File: src/triaxial_moving_average_offset_top_assert.svh
// Assertion macros for the three-axis moving average block.
`ifndef TRIAXIAL_MOVING_AVERAGE_OFFSET_TOP_ASSERT_SVH
`define TRIAXIAL_MOVING_AVERAGE_OFFSET_TOP_ASSERT_SVH

// Same-cycle implication, sampled on clk, off during reset.
`define TMAO_ASSERT_NOW(lbl, ante, cons, msg) \
  lbl: assert property (@(posedge clk) disable iff (!rst_n) (ante) |-> (cons)) \
    else $error(msg);

// Next-cycle implication, sampled on clk, off during reset.
`define TMAO_ASSERT_NEXT(lbl, ante, cons, msg) \
  lbl: assert property (@(posedge clk) disable iff (!rst_n) (ante) |=> (cons)) \
    else $error(msg);

`endif

File: src/tmao_pkg.sv
// Shared types and constants for the three-axis moving average block.
`default_nettype none
package tmao_pkg;

  localparam int SAMPLE_W = 16;
  localparam int LEVEL_W  = 17;
  localparam int DATA_W   = 32;
  localparam int ADDR_W   = 4;
  localparam int IDX_W    = 2;

  // register indexes, byte address is 4 * index
  localparam logic [IDX_W-1:0] REG_OFFSET_X = 2'd0;
  localparam logic [IDX_W-1:0] REG_OFFSET_Y = 2'd1;
  localparam logic [IDX_W-1:0] REG_OFFSET_Z = 2'd2;

  typedef logic signed [SAMPLE_W-1:0] sample_t;
  typedef logic signed [LEVEL_W-1:0]  level_t;

  typedef struct packed {
    sample_t x;
    sample_t y;
    sample_t z;
  } offsets_t;

  // per-cycle control from the top level to each axis
  typedef struct packed {
    logic accept;     // item taken into the input register
    logic advance;    // input register moves to the result register
    logic old_valid;  // slot being overwritten holds a real sample
  } ctrl_t;

endpackage
`default_nettype wire

File: src/tmao_cfg.sv
// APB register file holding the three calibration offsets.
`default_nettype none
module tmao_cfg (
  input  wire logic                          clk,
  input  wire logic                          rst_n,
  input  wire logic                          psel,
  input  wire logic                          penable,
  input  wire logic                          pwrite,
  input  wire logic [tmao_pkg::ADDR_W-1:0]   paddr,
  input  wire logic [tmao_pkg::DATA_W-1:0]   pwdata,
  output logic      [tmao_pkg::DATA_W-1:0]   prdata,
  output logic                               pready,
  output tmao_pkg::offsets_t                 offsets
);
  import tmao_pkg::*;

  offsets_t         offsets_r;
  offsets_t         offsets_nxt;
  logic [IDX_W-1:0] idx;
  logic             wr;

  assign pready  = 1'b1;
  assign idx     = paddr[ADDR_W-1:2];
  assign wr      = psel & penable & pwrite & pready;
  assign offsets = offsets_r;

  always_comb begin
    offsets_nxt = offsets_r;
    if (wr) begin
      case (idx)
        REG_OFFSET_X: offsets_nxt.x = pwdata[SAMPLE_W-1:0];
        REG_OFFSET_Y: offsets_nxt.y = pwdata[SAMPLE_W-1:0];
        REG_OFFSET_Z: offsets_nxt.z = pwdata[SAMPLE_W-1:0];
        default:      offsets_nxt = offsets_r;
      endcase
    end
  end

  always_ff @(posedge clk) begin
    if (!rst_n) begin
      offsets_r <= '0;
    end else begin
      offsets_r <= offsets_nxt;
    end
  end

  always_comb begin
    case (idx)
      REG_OFFSET_X: prdata = {{(DATA_W-SAMPLE_W){offsets_r.x[SAMPLE_W-1]}}, offsets_r.x};
      REG_OFFSET_Y: prdata = {{(DATA_W-SAMPLE_W){offsets_r.y[SAMPLE_W-1]}}, offsets_r.y};
      REG_OFFSET_Z: prdata = {{(DATA_W-SAMPLE_W){offsets_r.z[SAMPLE_W-1]}}, offsets_r.z};
      default:      prdata = '0;
    endcase
  end

endmodule
`default_nettype wire

File: config.mk
export PLATFORM = sky130hd
export DESIGN_NAME = tmao_cfg
export DESIGN_NICKNAME = d
export VERILOG_FILES = /design/src/triaxial_moving_average_offset_top_assert.svh /design/src/tmao_pkg.sv /design/src/tmao_cfg.sv
export SDC_FILE = /design/constraint.sdc
export NUM_CORES = 1
export LEC_CHECK = 0
export BUFFER_PORTS_ARGS = -buffer_cell sky130_fd_sc_hd__buf_2
export CORE_MARGIN = 8
export CORE_UTILIZATION = 40
export DETAILED_ROUTE_END_ITERATION = 8
export PLACE_DENSITY = 0.76
export SLEW_MARGIN = 10
export SYNTH_ARGS = -nofsm -noshare
export SYNTH_HDL_FRONTEND = slang
export SYNTH_SLANG_ARGS = --single-unit
File: constraint.sdc
create_clock -name clk -period 1.57 [get_ports clk]
set_input_delay 0.0785 -clock clk [delete_from_list [all_inputs] [get_ports clk]]
set_output_delay 0.0785 -clock clk [all_outputs]
set_load 0.005 [all_outputs]
# ---- Yosys cells after proc, flatten, opt, wreduce, memory -nomap -nowiden
# Cells that the tools add are included.
dict set report op_classes {
  eq_ne 2
  n_mux 1
  bitwise 2
  n_reduce_logical 4
}
# operator count
set op_table {}
lappend op_table {{$pmux 32 s3} 1}
lappend op_table {{$reduce_and 2->1} 3}
lappend op_table {{$and 1x1->1} 2}
lappend op_table {{$eq 2x1->1 const B} 1}
lappend op_table {{$eq 2x2->1 const B} 1}
lappend op_table {{$logic_not 2->1} 1}
dict set report totals {
  regBits 48
  inputBits 41
  output_inout_bits 81
  elab_cells 12
}

# ---- Longest topological paths before layout
dict set report depth {
  word_depth 3
  depth_mapped 5
  mapped_depth_nobuf 3
}

# ---- Worst setup path after synthesis
# No wires, ideal clock.
dict set report synth_path {
  kind {flip-flop to output port}
  start {reg offsets_r, in the netlist offsets[31]}
  end {out prdata[16] (netlist name)}
  t_arrival_ps 1669
  t_required_ps 1492
  path_slack_ps -177
  path_stages_with_launch 4
  n_path_buf 1
  cell_sequence {dfxtp_1 > mux2i_1 > o21ai_0 > buf_4}
}
dict set report synth_between {
  elab_chain_cells 1
}
# element line_no
set synth_lines {}
lappend synth_lines {{from (decl)} tmao_cfg.sv:17} ;# offsets_t offsets_r;
lappend synth_lines {{from (signal assigned)} tmao_cfg.sv:43} ;# offsets_r <= offsets_nxt;
lappend synth_lines {{$pmux 32 s3} tmao_cfg.sv:48} ;# case (idx)
lappend synth_lines {{to (decl)} tmao_cfg.sv:11} ;# output logic [tmao_pkg::DATA_W-1:0] prdata,
# Every way passes these cells.

# ---- Worst setup path after layout
dict set report layout_path {
  start {reg offsets_r, in the netlist offsets[47]}
  end {out prdata[26] (netlist name)}
}
# The elaborated chain is that of the path after synthesis.

==> out/metrics.csv <==
stage,metric,value,unit
logic_synthesis,area share of fa/ha/maj cells after synthesis,0,%
layout,fin nets,375,
global_routing,largest net degree at the start of global routing,65,
logic_synthesis,XOR/XNOR Fraction of Synth Area,0,%
setup_path,max incr delay on CP,360,ps
timing,hold slack final,75.5,ps
setup_path,Bufs and invs on worst path,1,
logic_synthesis,synthesized area,2260,um2
timing,fmax,722,MHz
logic_synthesis,top_reg_cell synth,dfxtp_1,
power,PD cells,856,nW/um2
setup_path,R2R Path Start,offsets[2],
timing,fin crit share,88.2,%
clock_tree,clk slew on worst S/H paths,80,ps
logic_synthesis,asr flop ratio synth,0,%
setup_path,CP required,1490,ps
clock_tree,Max H-tree Level,2,
floorplan,Ports,122,
worst_hold_path,Worst Hold Class,input port to flip-flop,
floorplan,die footprint,8310,um2
detailed_routing,Met3 Wirelength,489,um
logic_synthesis,"EDFF count, synth",0,
logic_synthesis,post-synthesis area per instance,9.07,um2
detailed_routing,DR pass1 iterations,4,
clock_tree,Clock Latency Late Sink,290,ps
floorplan,Die W,91.2,um
logic_synthesis,largest family of logic cells by synthesized area,multiplexers,
floorplan,Cell Rows,27,
logic_synthesis,mux cell area share after synthesis,28.3,%
logic_synthesis,Cells after Synth,249,
floorplan,core area,5470,um2
layout,max FFs per register,48,
logic_synthesis,largest cells by area after synthesis,"dfxtp_1 43%, mux2i_1 28%, nand2_1 13%",
timing,Final Setup Violations,0,
clock_tree,CTS tree,built,
timing,count of pins over their slew limit,0,
setup_path,reg2reg end,offsets[2],
power,P_leak,1.47,nW
timing,Setup TNS,0,ps
worst_hold_path,worst hold path endpoint,offsets[19],
run_status,outcome,"complete, no violations",
worst_hold_path,Hold Startpoint,pwdata[3],
setup_path,crit-path max FO,17,
placement,Port Buffers,102,
placement,Placer Congestion,0.739,
logic_synthesis,syn_nets,290,
flow_run,max_cap viols,0,
timing,RSZ-0062 raised after global routing,false,
setup_path,register-to-register setup slack,940,ps
detailed_routing,# DRC,0,
clock_tree,total CTS buffers,5,
clock_tree,number of clock sinks,48,
layout,Fillers,531,
logic_synthesis,Synth Register Bits,48,
timing,clk_skew,0,ps
detailed_routing,via/cell ratio,4.79,
logic_synthesis,top cell type's share of synthesized area,42.5,%
detailed_routing,Initial DRC Count,76,
placement,pre-CTS WS,152,ps
setup_path,"Slowest-stage cell, CP",dfxtp_1,
layout,Antenna diodes,0,
logic_synthesis,Synth Area in Compound Gates,3.54,%
setup_path,Crit. End Element,output pin,
worst_hold_path,Hold Crit Depth,3,
setup_path,"delay-heaviest family, CP",flip-flops,
logic_synthesis,Yosys cell types,16,
detailed_routing,WL met1,2.50,mm
placement,DP Wirelength,4.52,mm
setup_path,CP arrival,1310,ps
floorplan,chip height,91.2,um
setup_path,worst-path cell chain,mux2i_1 > o21ai_2 > buf_2,
detailed_routing,uppermost layer routed,met4,
global_routing,initial antenna violation count,0,
timing,fin crit period,1390,ps
global_routing,global-route wire length before repair,9.90,mm
global_routing,vias in the first global route,2014,
layout,Layout area overhead,26.7,%
power,peak supply drop,521,uV
clock_tree,post-CTS setup buffers,0,
clock_tree,CTS Buffer Depth,2,
logic_synthesis,Ys Warns,0,
setup_path,CP Launch Point,offsets[47],
detailed_routing,WL met2,2.95,mm
timing,PnR worst setup slack,185,ps
logic_synthesis,most common cell in the netlist,nand2_1,
logic_synthesis,simple-gate share of the synthesized area,15.3,%
detailed_routing,DR WL/cell,14.8,um
global_routing,total track usage,14.3,%
detailed_routing,drt total wl,6.01,mm
setup_path,R2R depth,2,
setup_path,Crit Path Class,flip-flop to output pin,
global_routing,gr ovfl total,0,
setup_path,startpoint types,flip-flop,
logic_synthesis,commonest cells in the netlist,"80 x nand2_1, 64 x mux2i_1, 48 x dfxtp_1",
timing,Final Hold Fails,0,
clock_tree,clk root buf,clkbuf_8,
detailed_routing,via count,1946,
detailed_routing,DRT antenna net count,0,
logic_synthesis,"area leader, netlist",dfxtp_1,
logic_synthesis,post-synthesis sequential area ratio,42.5,%
floorplan,initial core utilization,41.3,%
layout,share of cells above drive strength 1,36.8,%
==> layout make-up <==
| type | count | area [um2] | share of cell area (%) |
|---|---|---|---|
| clock buffers | 5 | 68.8 | 2.40 |
| flip-flops and latches | 48 | 961 | 33.6 |
| multi-input cells | 166 | 1080 | 37.7 |
| repair buffers | 113 | 606 | 21.1 |
| clock inverters | 2 | 60.1 | 2.10 |
| well taps | 72 | 90.1 | 3.15 |
==> through the flow <==
step / cells / util, % / cell area [um2] / power [W]
floorplan: 249 / - / 2260 / 0.00139
global placement: 399 / 49.9 / 2730 / 0.00147
detailed placement: 399 / 49.9 / 2730 / 0.00147
CTS: 406 / 52.3 / 2860 / 0.00249
global route: 406 / 52.3 / 2860 / 0.00256
finish: 406 / 52.3 / 2860 / 0.00245
==> timing repair <==
action	CTS	global route
endpoints found under the setup margin	17	0
resized for setup	1	0
hold buffers	0	0
==> worst reg2reg max path: cells and delay by family (launching register included) <==
family           cells  cell delay [ps]
AND/OR/NAND/NOR      1               60
flip-flops           1              370
multiplexers         1              130
==> kinds of logic (layout without fill, tap and decap cells) <==
logic type             count (synthesis)  in the layout
AOI/OAI and AO/OA                     16             16
muxes                                 64             64
other                                  1              1
DFF                                   48             48
buffers and inverters                 35            120
and+or+nand+nor                       85             85
==> where the power goes <==
| group | switching (W) | total [W] | internal [W] |
|---|---|---|---|
| Sequential | 0.0000115 | 0.00124 | 0.00123 |
| Clock | 0.000384 | 0.00101 | 0.000626 |
| Combinational | 0.000114 | 0.000197 | 0.0000833 |
| Total | 0.000509 | 0.00245 | 0.00194 |
==> worst max-delay path by stage <==
stage	to	slack, ps	cells after the start
after global routing	prdata[18]	50	3
after CTS	prdata[26]	140	3
after detailed placement	prdata[26]	150	4
after floorplan	prdata[16]	190	3
final	prdata[26]	180	3
after global placement	prdata[26]	210	4
==> per-layer routing <==
| metal | up-vias | global-route usage (%) |
|---|---|---|
| li1 | 975 | - |
| met1 | 898 | 15.1 |
| met2 | 67 | 25.3 |
| met3 | 6 | 5.68 |
| met4 | 0 | 4.64 |
| met5 | - | 0 |
==> cells in the final DEF, fill, tap and decap left out <==
cell type  synthesis  layout
buf_2              3     102
nand2_1           80      80
mux2i_1           64      64
dfxtp_1           48      48
o21ai_0           15      14
buf_4             19      10
clkbuf_8           0       5
bufinv_16          0       2
and2b_1            1       1
o21ai_1            1       1
o21ai_2            0       1
nand3_1            1       1
nor3_4             1       1
or3b_1             1       1
nor3b_2            0       1
conb_1             1       1
buf_12             0       1
No activity file was read; power rests on OpenSTA's default activity.
