$ cat src/triaxial_moving_average_offset_top_assert.svh
// Assertion macros for the three-axis moving average block.
`ifndef TRIAXIAL_MOVING_AVERAGE_OFFSET_TOP_ASSERT_SVH
`define TRIAXIAL_MOVING_AVERAGE_OFFSET_TOP_ASSERT_SVH

// Same-cycle implication, sampled on clk, off during reset.
`define TMAO_ASSERT_NOW(lbl, ante, cons, msg) \
  lbl: assert property (@(posedge clk) disable iff (!rst_n) (ante) |-> (cons)) \
    else $error(msg);

// Next-cycle implication, sampled on clk, off during reset.
`define TMAO_ASSERT_NEXT(lbl, ante, cons, msg) \
  lbl: assert property (@(posedge clk) disable iff (!rst_n) (ante) |=> (cons)) \
    else $error(msg);

`endif

$ cat src/tmao_pkg.sv
// Shared types and constants for the three-axis moving average block.
`default_nettype none
package tmao_pkg;

  localparam int SAMPLE_W = 16;
  localparam int LEVEL_W  = 17;
  localparam int DATA_W   = 32;
  localparam int ADDR_W   = 4;
  localparam int IDX_W    = 2;

  // register indexes, byte address is 4 * index
  localparam logic [IDX_W-1:0] REG_OFFSET_X = 2'd0;
  localparam logic [IDX_W-1:0] REG_OFFSET_Y = 2'd1;
  localparam logic [IDX_W-1:0] REG_OFFSET_Z = 2'd2;

  typedef logic signed [SAMPLE_W-1:0] sample_t;
  typedef logic signed [LEVEL_W-1:0]  level_t;

  typedef struct packed {
    sample_t x;
    sample_t y;
    sample_t z;
  } offsets_t;

  // per-cycle control from the top level to each axis
  typedef struct packed {
    logic accept;     // item taken into the input register
    logic advance;    // input register moves to the result register
    logic old_valid;  // slot being overwritten holds a real sample
  } ctrl_t;

endpackage
`default_nettype wire

$ cat src/tmao_ram.sv
// Generic single-port-write, single-port-read RAM with registered read.
`default_nettype none
module tmao_ram #(
  parameter int WIDTH = 16,
  parameter int DEPTH = 20
) (
  input  wire logic                     clk,
  input  wire logic                     wr_en,
  input  wire logic [$clog2(DEPTH)-1:0] wr_addr,
  input  wire logic [WIDTH-1:0]         wr_data,
  input  wire logic                     rd_en,
  input  wire logic [$clog2(DEPTH)-1:0] rd_addr,
  output logic      [WIDTH-1:0]         rd_data
);

  logic [WIDTH-1:0] mem [DEPTH];

  always_ff @(posedge clk) begin
    if (wr_en) begin
      mem[wr_addr] <= wr_data;
    end
    if (rd_en) begin
      rd_data <= mem[rd_addr];
    end
  end

endmodule
`default_nettype wire

$ cat src/tmao_axis.sv
// One axis: sample history, running sum, divide by window, offset subtract.
`default_nettype none
module tmao_axis #(
  parameter int WINDOW = 20
) (
  input  wire logic                        clk,
  input  wire logic                        rst_n,
  input  wire tmao_pkg::ctrl_t             ctrl,
  input  wire logic [$clog2(WINDOW)-1:0]   rd_addr,
  input  wire logic [$clog2(WINDOW)-1:0]   wr_addr,
  input  wire tmao_pkg::sample_t           sample,
  input  wire tmao_pkg::sample_t           offset,
  output tmao_pkg::level_t                 level
);
  import tmao_pkg::*;

  localparam int SLOT_W = $clog2(WINDOW);
  localparam int SUM_W  = SAMPLE_W + SLOT_W;
  // exact reciprocal for dividends below 2**SUM_W
  localparam int SH     = SUM_W + SLOT_W;
  localparam int MUL_W  = SUM_W + 1;
  localparam logic [63:0] ONE = 64'd1;
  localparam logic [63:0] MUL_FULL = ((ONE << SH) + 64'(WINDOW) - 64'd1) / 64'(WINDOW);
  localparam logic [MUL_W-1:0] MUL = MUL_FULL[MUL_W-1:0];

  sample_t             sample_r;
  logic [SAMPLE_W-1:0] old_q;
  logic [SUM_W-1:0]    sum_r;
  logic [SUM_W-1:0]    sum_nxt;
  logic [SUM_W-1:0]    old_ext;
  logic [SUM_W-1:0]    new_ext;
  logic                neg;
  logic [SUM_W-1:0]    mag;
  logic [SUM_W+MUL_W-1:0] prod;
  logic [LEVEL_W-1:0]  quot;
  logic [LEVEL_W-1:0]  avg;
  logic [LEVEL_W-1:0]  off_ext;
  level_t              level_r;

  tmao_ram #(
    .WIDTH (SAMPLE_W),
    .DEPTH (WINDOW)
  ) u_hist (
    .clk     (clk),
    .wr_en   (ctrl.advance),
    .wr_addr (wr_addr),
    .wr_data (sample_r),
    .rd_en   (ctrl.accept),
    .rd_addr (rd_addr),
    .rd_data (old_q)
  );

  // before the first wrap the slot counts as zero; the RAM itself is not reset
  assign old_ext = ctrl.old_valid ? {{(SUM_W-SAMPLE_W){old_q[SAMPLE_W-1]}}, old_q} : '0;
  assign new_ext = {{(SUM_W-SAMPLE_W){sample_r[SAMPLE_W-1]}}, sample_r};
  assign sum_nxt = sum_r - old_ext + new_ext;

  // truncate toward zero: divide the magnitude, restore the sign
  assign neg     = sum_nxt[SUM_W-1];
  assign mag     = neg ? (~sum_nxt + 1'b1) : sum_nxt;
  assign prod    = (SUM_W+MUL_W)'(mag) * (SUM_W+MUL_W)'(MUL);
  assign quot    = prod[SH +: LEVEL_W];
  assign avg     = neg ? (~quot + 1'b1) : quot;
  assign off_ext = {offset[SAMPLE_W-1], offset};

  always_ff @(posedge clk) begin
    if (ctrl.accept) begin
      sample_r <= sample;
    end
    if (ctrl.advance) begin
      level_r <= avg - off_ext;
    end
  end

  always_ff @(posedge clk) begin
    if (!rst_n) begin
      sum_r <= '0;
    end else if (ctrl.advance) begin
      sum_r <= sum_nxt;
    end
  end

  assign level = level_r;

endmodule
`default_nettype wire

$ cat config.mk
export PLATFORM = sky130hd
export DESIGN_NAME = tmao_axis
export DESIGN_NICKNAME = d
export VERILOG_FILES = /design/src/triaxial_moving_average_offset_top_assert.svh /design/src/tmao_pkg.sv /design/src/tmao_ram.sv /design/src/tmao_axis.sv
export SDC_FILE = /design/constraint.sdc
export NUM_CORES = 1
export LEC_CHECK = 0
export ABC_AREA = 1
export BUFFER_PORTS_ARGS = -buffer_cell sky130_fd_sc_hd__buf_2
export CORE_MARGIN = 2
export CORE_UTILIZATION = 58
export CTS_CLUSTER_SIZE = 25
export DETAILED_ROUTE_END_ITERATION = 7
export PLACE_DENSITY = 0.75
export SYNTH_ARGS = -nofsm -noshare
export SYNTH_HDL_FRONTEND = slang
export SYNTH_SLANG_ARGS = --single-unit
export TNS_END_PERCENT = 5
$ cat constraint.sdc
create_clock -name clk -period 14.9 [get_ports clk]
set_input_delay 2.235 -clock clk [delete_from_list [all_inputs] [get_ports clk]]
set_output_delay 2.235 -clock clk [all_outputs]
set_load 0.05 [all_outputs]
# ---- Word-level counts from Yosys, hierarchy flattened
# Memories as Yosys holds them, arrays and structs flattened. A register that Yosys moved wholly into a read port is not among the register bits.
# Index checks and enable logic that the tools add are counted.
dict set report totals {
  register_bits 54
  ram_bits 320
  mem_count 1
}
dict set report classes {
  addsub 5
  n_mul 1
  n_mux 5
  n_bitwise 2
}
# name words width rd rd_clocked_by_memory_dff wr line_no
set mem_list {}
lappend mem_list {u_hist.mem 20 16 1 1 1 tmao_ram.sv:16} ;# logic [WIDTH-1:0] mem [DEPTH];
# operator count
set ops {}
lappend ops {{$mux 21} 2}
lappend ops {{$mul 21x20->41 const B} 1}
lappend ops {{$add 21x1->21 const B} 1}
lappend ops {{$add 21x21->21} 1}
lappend ops {{$not 21->21} 1}
lappend ops {{$sub 21x21->21} 1}
lappend ops {{$add 17x1->17 const B} 1}
lappend ops {{$mux 17} 1}
lappend ops {{$not 17->17} 1}
lappend ops {{$sub 17x17->17} 1}
lappend ops {{$mux 1} 2}

# ---- Logic depth before layout (Yosys ltp)
# Gate-level depths: netlist of the first run.
dict set report logic_depth {
  word_depth 11
  mapped_depth 65
  mapped_depth_nobuf 63
}

# ---- Modules after synthesis
# Synthesis of the first run repeated with hierarchy kept, for this count alone.
dict set report hier_totals {
  hier_cells 2829
  area_unflattened_um2 27118.5
}
# module n_inst cells_each area_each_um2 seq_area_each_um2
set modules_own_cells {}
lappend modules_own_cells {tmao_axis 1 1733 13683.1 1411.4}
lappend modules_own_cells {tmao_ram 1 1096 13435.4 10089.7}

# ---- Worst setup path before layout of the first run
# Ideal clock, no wire load.
dict set report synth_timing {
  path_kind {input to register}
  startpoint {in ctrl[0] in the netlist's numbering}
  endpoint {reg level_r[16], in the netlist level[16] (data pin)}
  arrival_ns 12.289
  required_ns 14.651
  slack_ns 2.362
  path_stages 56
  cell_sequence {clkbuf_1 -> clkbuf_1 -> nand2_1 -> inv_1 -> fa_1 -> inv_1 -> ha_1 -> nand2_1 -> nand3_2 -> a21oi_4 -> o21ai_2 -> a21boi_4 -> o21ai_2 -> a21oi_1 -> xor2_1 -> inv_1 -> nand3_1 -> nand2_1 -> [20 not listed] -> nand3_1 -> and2_1 -> ha_1 -> nand2_1 -> o21ai_0 -> fa_1 -> a21o_1 -> a21oi_1 -> o21ai_0 -> a21oi_1 -> o21ai_0 -> nand3_1 -> nand2_1 -> xor2_1 -> xnor3_1 -> nand3b_1 -> nand2_1 -> inv_1}
}
dict set report synth_between {
  elab_chain_cells 11
}
# item line_no
set synth_rtl {}
lappend synth_rtl {{from (decl)} tmao_axis.sv:8} ;# input wire tmao_pkg::ctrl_t ctrl,
lappend synth_rtl {{$mux 21 *} tmao_axis.sv:54} ;# assign old_ext = ctrl.old_valid ? {{(SUM_W-SAMPLE_W){old_q[SAMPLE_W-1]}}, old_q} : '0;
lappend synth_rtl {{$sub 21x21->21 *} tmao_axis.sv:56} ;# assign sum_nxt = sum_r - old_ext + new_ext;
lappend synth_rtl {{$add 21x21->21 *} tmao_axis.sv:56}
lappend synth_rtl {{$not 21->21} tmao_axis.sv:60} ;# assign mag = neg ? (~sum_nxt + 1'b1) : sum_nxt;
lappend synth_rtl {{$add 21x1->21} tmao_axis.sv:60}
lappend synth_rtl {{$mux 21} tmao_axis.sv:60}
lappend synth_rtl {{$mul 21x20->41} tmao_axis.sv:61} ;# assign prod = (SUM_W+MUL_W)'(mag) * (SUM_W+MUL_W)'(MUL);
lappend synth_rtl {{$not 17->17} tmao_axis.sv:63} ;# assign avg = neg ? (~quot + 1'b1) : quot;
lappend synth_rtl {{$add 17x1->17} tmao_axis.sv:63}
lappend synth_rtl {{$mux 17 *} tmao_axis.sv:63}
lappend synth_rtl {{$sub 17x17->17 *} tmao_axis.sv:71} ;# level_r <= avg - off_ext;
lappend synth_rtl {{to (signal assigned)} tmao_axis.sv:71}
lappend synth_rtl {{to (decl)} tmao_axis.sv:38} ;# level_t level_r;
# Every way passes the cells marked *; elsewhere a longest branch is shown, timed or not.
# A chain may end at the register's enable or synchronous reset.

# ---- Worst setup path in the final report of the first run
# Same ends and word-level chain as after synthesis.

==> run metrics, run 1 <==
post-synth top area share 41.46%; final worst path period share 90.50%; setup TNS 0 ns; HP Class flop to flop; Routed WL 67.75 mm; synth top area cells edfxtp_1 41%, fa_1 12%, ha_1 12%, inv_1 7.6%, nand2_1 4.1%; crit-path max cell delay 0.66 ns; Non-Filler Instances 3387; clock-pin transition on the worst setup and hold timing paths 0.06 ns; DRC viols 0; area leader, netlist edfxtp_1; # rows 78; count of buffers from port buffering 63; post-cts gate resize count 0; Worst EP arrival 13.80 ns; CP Capture Type flop; top-count cell post-synth inv_1; Initial Util 58.89%; Final Max Slew Viols 0; RSZ-0062 raised after global routing false; Synth top cells by count 539 x inv_1, 369 x edfxtp_1, 291 x nand2_1; layout net count 3213; max_slew headroom 38.77%; core area 45380 sq um; ys async rst share 0%; Die Y 218.7 um; slowest CP cell xor2_1; DR iter-0 viols 1835; CTS Buffer Depth 3; number of synthesized flops with an enable pin 369; Req. time, crit path 15.21 ns; hpwl dp 49.82 mm; Worst R2R Setup Slack 2.29 ns; Post-Syn Area per Cell 9.924 sq um; largest net degree at the start of global routing 89; met1 Usage GRT 35.70%; Routed Antenna Nets 0; busiest grt layer met2; via-per-instance ratio 5.761; Ys Warns 0; FF+latch count, synth 390; met2 usage 52.05%; clk_skew 0.02159 ns; CP Max Fanout 16; share of cells above drive strength 1 6.604%; grt total ovfl 0; RD Place Congestion 0.9886; f_max 74.16 MHz; Finish-stage setup viols 0; Tmin final 13.48 ns; Slew @ Worst Pin 0.9088 ns; initial antenna violation count 0; CP Class input port to flop; GR Util All Layers 28.97%; ys flop type edfxtp_1; WL per Instance 20.00 um; root buffer selected by CTS clkbuf_16; area delta synth->final 8.751%; Finished Core Util 64.04%; Final Hold Vio Count 0; Mapped Cells 2693; Synth Cell Area 26720 sq um; Vias 19513; vias in the first global route 19780; total CTS buffers 39; first-pass GRT wire length 105.8 mm; DRT Pass-1 Iters 8; clk sinks 390; hold-fix buffers at CTS 0; Die X 218.7 um; CTS tree yes; sequential share of the synthesized area 43.04%; H-tree depth 2; Post-Syn Nets 3147; post-CTS setup buffer count 0; met3 usage 3.215%; status finished clean; max cap viols 0; Worst setup SP type input port; Inst Count DP 3318; clock latency on the worst-skew pair 0.56 ns; Synth cell types 52; Filler Cells Inserted 3562; total die area 47810 sq um; I/O pin count 64; most used cell, CP nand2_1
==> final timing paths <==
path	start	cells after the start	endpoint
hold reg to reg	sum_r[13]	2	sum_r[13]
hold / removal	sum_r[13]	2	sum_r[13]
setup reg to reg	sample_r[8]	49	level[16]
setup / recovery	ctrl[0]	52	level[16]
==> cell usage in the layout, fill, tap and decap left out, drive strengths merged, types with 9 or more instances in the layout <==
cell,Yosys,routed
ha,247,247
nand2,291,291
a21oi,125,125
a21o,13,13
a31oi,34,34
nor2,276,276
nor3,13,13
clkbuf,74,54
fa,160,160
o22ai,44,44
edfxtp,369,369
o221ai,22,22
o21ai,217,217
buf,2,101
dfxtp,21,21
o21bai,9,9
inv,543,546
a32o,14,14
nand3,75,75
xor2,73,73
nand4,12,12
xnor2,19,19
==> flip-flops by register name, indices dropped and copies added (netlist names) <==
| register | cells |
|---|---|
| u_hist.mem | 320 |
| sum_r | 21 |
| level | 17 |
| sample_r | 16 |
| u_hist.rd_data | 16 |
==> per-layer routing <==
metal  wire (um)  vias up  share of wire (%)
li1            -     9107                  -
met1       26240     9414                 39
met2       34480      835                 51
met3        4531      157                6.7
met4        2498        0                3.7
met5           0        -                  0
==> per-stage QoR <==
step | hold slack, ns | instance area (sq um) | worst slack, ns
after CTS | 0.4915 | 29060 | 1.550
after global routing | 0.5262 | 29060 | 0.8091
after global placement | 0.4674 | 27800 | 1.179
after floorplan | 0.4492 | 26720 | 2.362
final | 0.4843 | 29060 | 1.416
after detailed placement | 0.4772 | 27800 | 0.9954
==> worst max-delay path, delay by kind of cell <==
| family | cells | cell delay (ns) |
|---|---|---|
| fa+ha+maj | 12 | 4.86 |
| xor+xnor | 6 | 1.99 |
| compound gates | 9 | 2.04 |
| simple gates | 16 | 1.77 |
| buf+inv | 9 | 0.85 |
==> layout make-up <==
| class | count | area [sq um] | share of cell area [%] |
|---|---|---|---|
| multi-input combinational | 1681 | 12890 | 44.35 |
| sequential | 390 | 11500 | 39.57 |
| inverter | 546 | 2052 | 7.060 |
| clock buffer | 54 | 1054 | 3.625 |
| tap | 600 | 750.7 | 2.583 |
| timing repair buffer | 101 | 603.1 | 2.075 |
| clock inverter | 14 | 211.5 | 0.7276 |
| antenna | 1 | 2.502 | 0.008610 |
==> cell families (layout without fill, tap and decap cells) <==
| kind of cell | count (synthesis) | count (layout) | share of synthesized area (%) |
|---|---|---|---|
| buffers and inverters | 622 | 715 | 8.736 |
| flip-flops | 390 | 390 | 43.04 |
| AO/OA/AOI/OAI | 501 | 501 | 11.05 |
| AND/OR/NAND/NOR | 680 | 680 | 10.32 |
| adder cells (fa/ha/maj) | 407 | 407 | 23.55 |
| XOR/XNOR | 93 | 93 | 3.310 |
| other | 0 | 1 | 0 |
Power of run 1 is left out: the tool's default activity adds up to more than one toggle a clock period on the data nets, which glitch-free logic cannot reach.
==> run 2, diff against run 1 <==
- GPL_TIMING_DRIVEN: not set -> 0
- RECOVER_POWER: not set -> 100
==> run 2 against run 1 <==
  * The run now ends with capacitance limit, slew limit left
  * Fmax shrank 3.5%
  * Worst setup slack got worse by 0.49 ns
  * Clock-buffer cell count shrank 6
  * Register-to-register slack worse by 0.27 ns
  * Die area did not move
  * Critical path depth increased by 3
  * Utilization increased by 0.061 points
  * Global-route usage grew 3.3 points
  * Routed wire length rose by 11%
  * Highest routed layer is now met5
==> run metrics, run 2 (synthesized netlist as in run 1, its figures left out) <==
status finished with violations; Die Y 218.7 um; CTS tree yes; hold endpoint sum_r[13]; Initial Util 58.89%; f_max 71.56 MHz; Crit Reg-Reg Endpoint level[16]; Req. time, crit path 15.23 ns; hold_sp sum_r[13]; CTS Buffer Depth 3; clk_skew 0.02743 ns; hold depth 2; largest register by flop count u_hist.mem; count of buffers from port buffering 59; most frequent cells in the layout 540 x inv_1, 369 x edfxtp_1, 291 x nand2_1, 273 x nor2_1, 247 x ha_1; failing checks capacitance limit, slew limit; multi-input logic area 12900 sq um; post-cts gate resize count 0; max cap viols 5; initial antenna violation count 2; GR Util All Layers 32.27%; Routed WL 75.08 mm; # rows 78; Die X 218.7 um; via-per-instance ratio 5.783; hpwl dp 57.90 mm; root buffer selected by CTS clkbuf_16; Filler Cells Inserted 3687; crit-path max cell delay 0.61 ns; share of cells above drive strength 1 4.576%; WL per Instance 21.81 um; Sequential Area 11500 sq um; clk sinks 390; setup TNS 0 ns; vias in the first global route 20621; I/O pin count 64; first-pass GRT wire length 115.3 mm; total CTS buffers 41; Worst R2R Setup Slack 2.02 ns; post-CTS setup buffer count 0; grt total ovfl 0; H-tree depth 2; DRC viols 0; R2R depth 52; CP Max Fanout 10; Worst EP arrival 14.31 ns; Finish-stage setup viols 0; total die area 47810 sq um; hold-fix buffers at CTS 0; slowest CP cell xor2_1; RD Place Congestion 0.9854; DRT Pass-1 Iters 5; DR iter-0 viols 1869; Tmin final 13.98 ns; Slew @ Worst Pin 1.825 ns; commonest non-fill, non-tap cell in the layout inv_1; family with the most delay on the worst path adder cells; Worst setup SP type input port; max_slew headroom -21.64%; largest net degree at the start of global routing 33; max FFs per register 320; Routed Antenna Nets 0; RSZ-0062 raised after global routing false; worst r2r src sample_r[2]; Final Max Slew Viols 84; WP buf/inv 10; core area 45380 sq um; final worst path period share 93.79%; Final Hold Vio Count 0; clock-pin transition on the worst setup and hold timing paths 0.06 ns; CP Class input port to flop; Vias 19912; CP Capture Type flop; layout net count 3265; clock latency on the worst-skew pair 0.57 ns; HP Class flop to flop; area delta synth->final 8.853%
==> run 2: cell count changes in the layout (fill, tap and decap cells not counted), sizes merged <==
cell	before	now
buf	101	42
inv	546	544
bufinv	5	2
clkinv	8	24
clkbuf	54	157
diode	1	2
==> run 2: worst max path at each step <==
| stage | from | endpoint | slack, ns | depth (start not counted) |
|---|---|---|---|---|
| floorplan | ctrl[0] | level[16] | 2.36 | 56 |
| global placement | ctrl[0] | level[16] | 0.23 | 54 |
| detailed placement | ctrl[0] | level[16] | 0.06 | 57 |
| CTS | ctrl[0] | level[16] | 0.60 | 54 |
| global route | ctrl[0] | level[16] | 0.04 | 58 |
| finish | ctrl[0] | level[16] | 0.92 | 55 |
==> run 2: final cells by class <==
| cell class | instances | share of cell area (%) |
|---|---|---|
| clock buffer | 48 | 3.617 |
| tap | 600 | 2.581 |
| clock inverter | 25 | 0.7183 |
| sequential | 390 | 39.54 |
| multi-input combinational | 1681 | 44.35 |
| inverter | 546 | 7.045 |
| buffer | 76 | 0.9935 |
| timing repair buffer | 75 | 1.140 |
| antenna | 2 | 0.01720 |
==> run 2: tightest hold or removal path: cells and delay by family, from the launching register on <==
kind | cells | cell delay (ns)
AOI/OAI and AO/OA | 1 | 0.09
DFF | 1 | 0.33
buffers and inverters | 1 | 0.06
==> run 2: per-layer routing <==
layer  wire [um]  GRT usage (%)
met1       27200          36.95
met2       38110          57.63
met3        4710          4.203
met4        5042          19.26
met5          11              0
==> run 2: stage by stage <==
step | utilization (%) | hold WS (ns) | worst slack [ns] | instances | instance area, sq um
2_1_floorplan | - | 0.4492 | 2.362 | 2693 | 26720
3_3_place_gp | 61.19 | 0.4716 | 0.2269 | 3352 | 27770
3_5_place_dp | 61.82 | 0.4885 | 0.05814 | 3368 | 28050
4_1_cts | 64.60 | 0.5034 | 0.5991 | 3441 | 29320
5_1_grt | 64.10 | 0.5167 | 0.04436 | 3442 | 29090
6_report | 64.10 | 0.5018 | 0.9248 | 3443 | 29090
Power of run 2 is left out for the same reason.
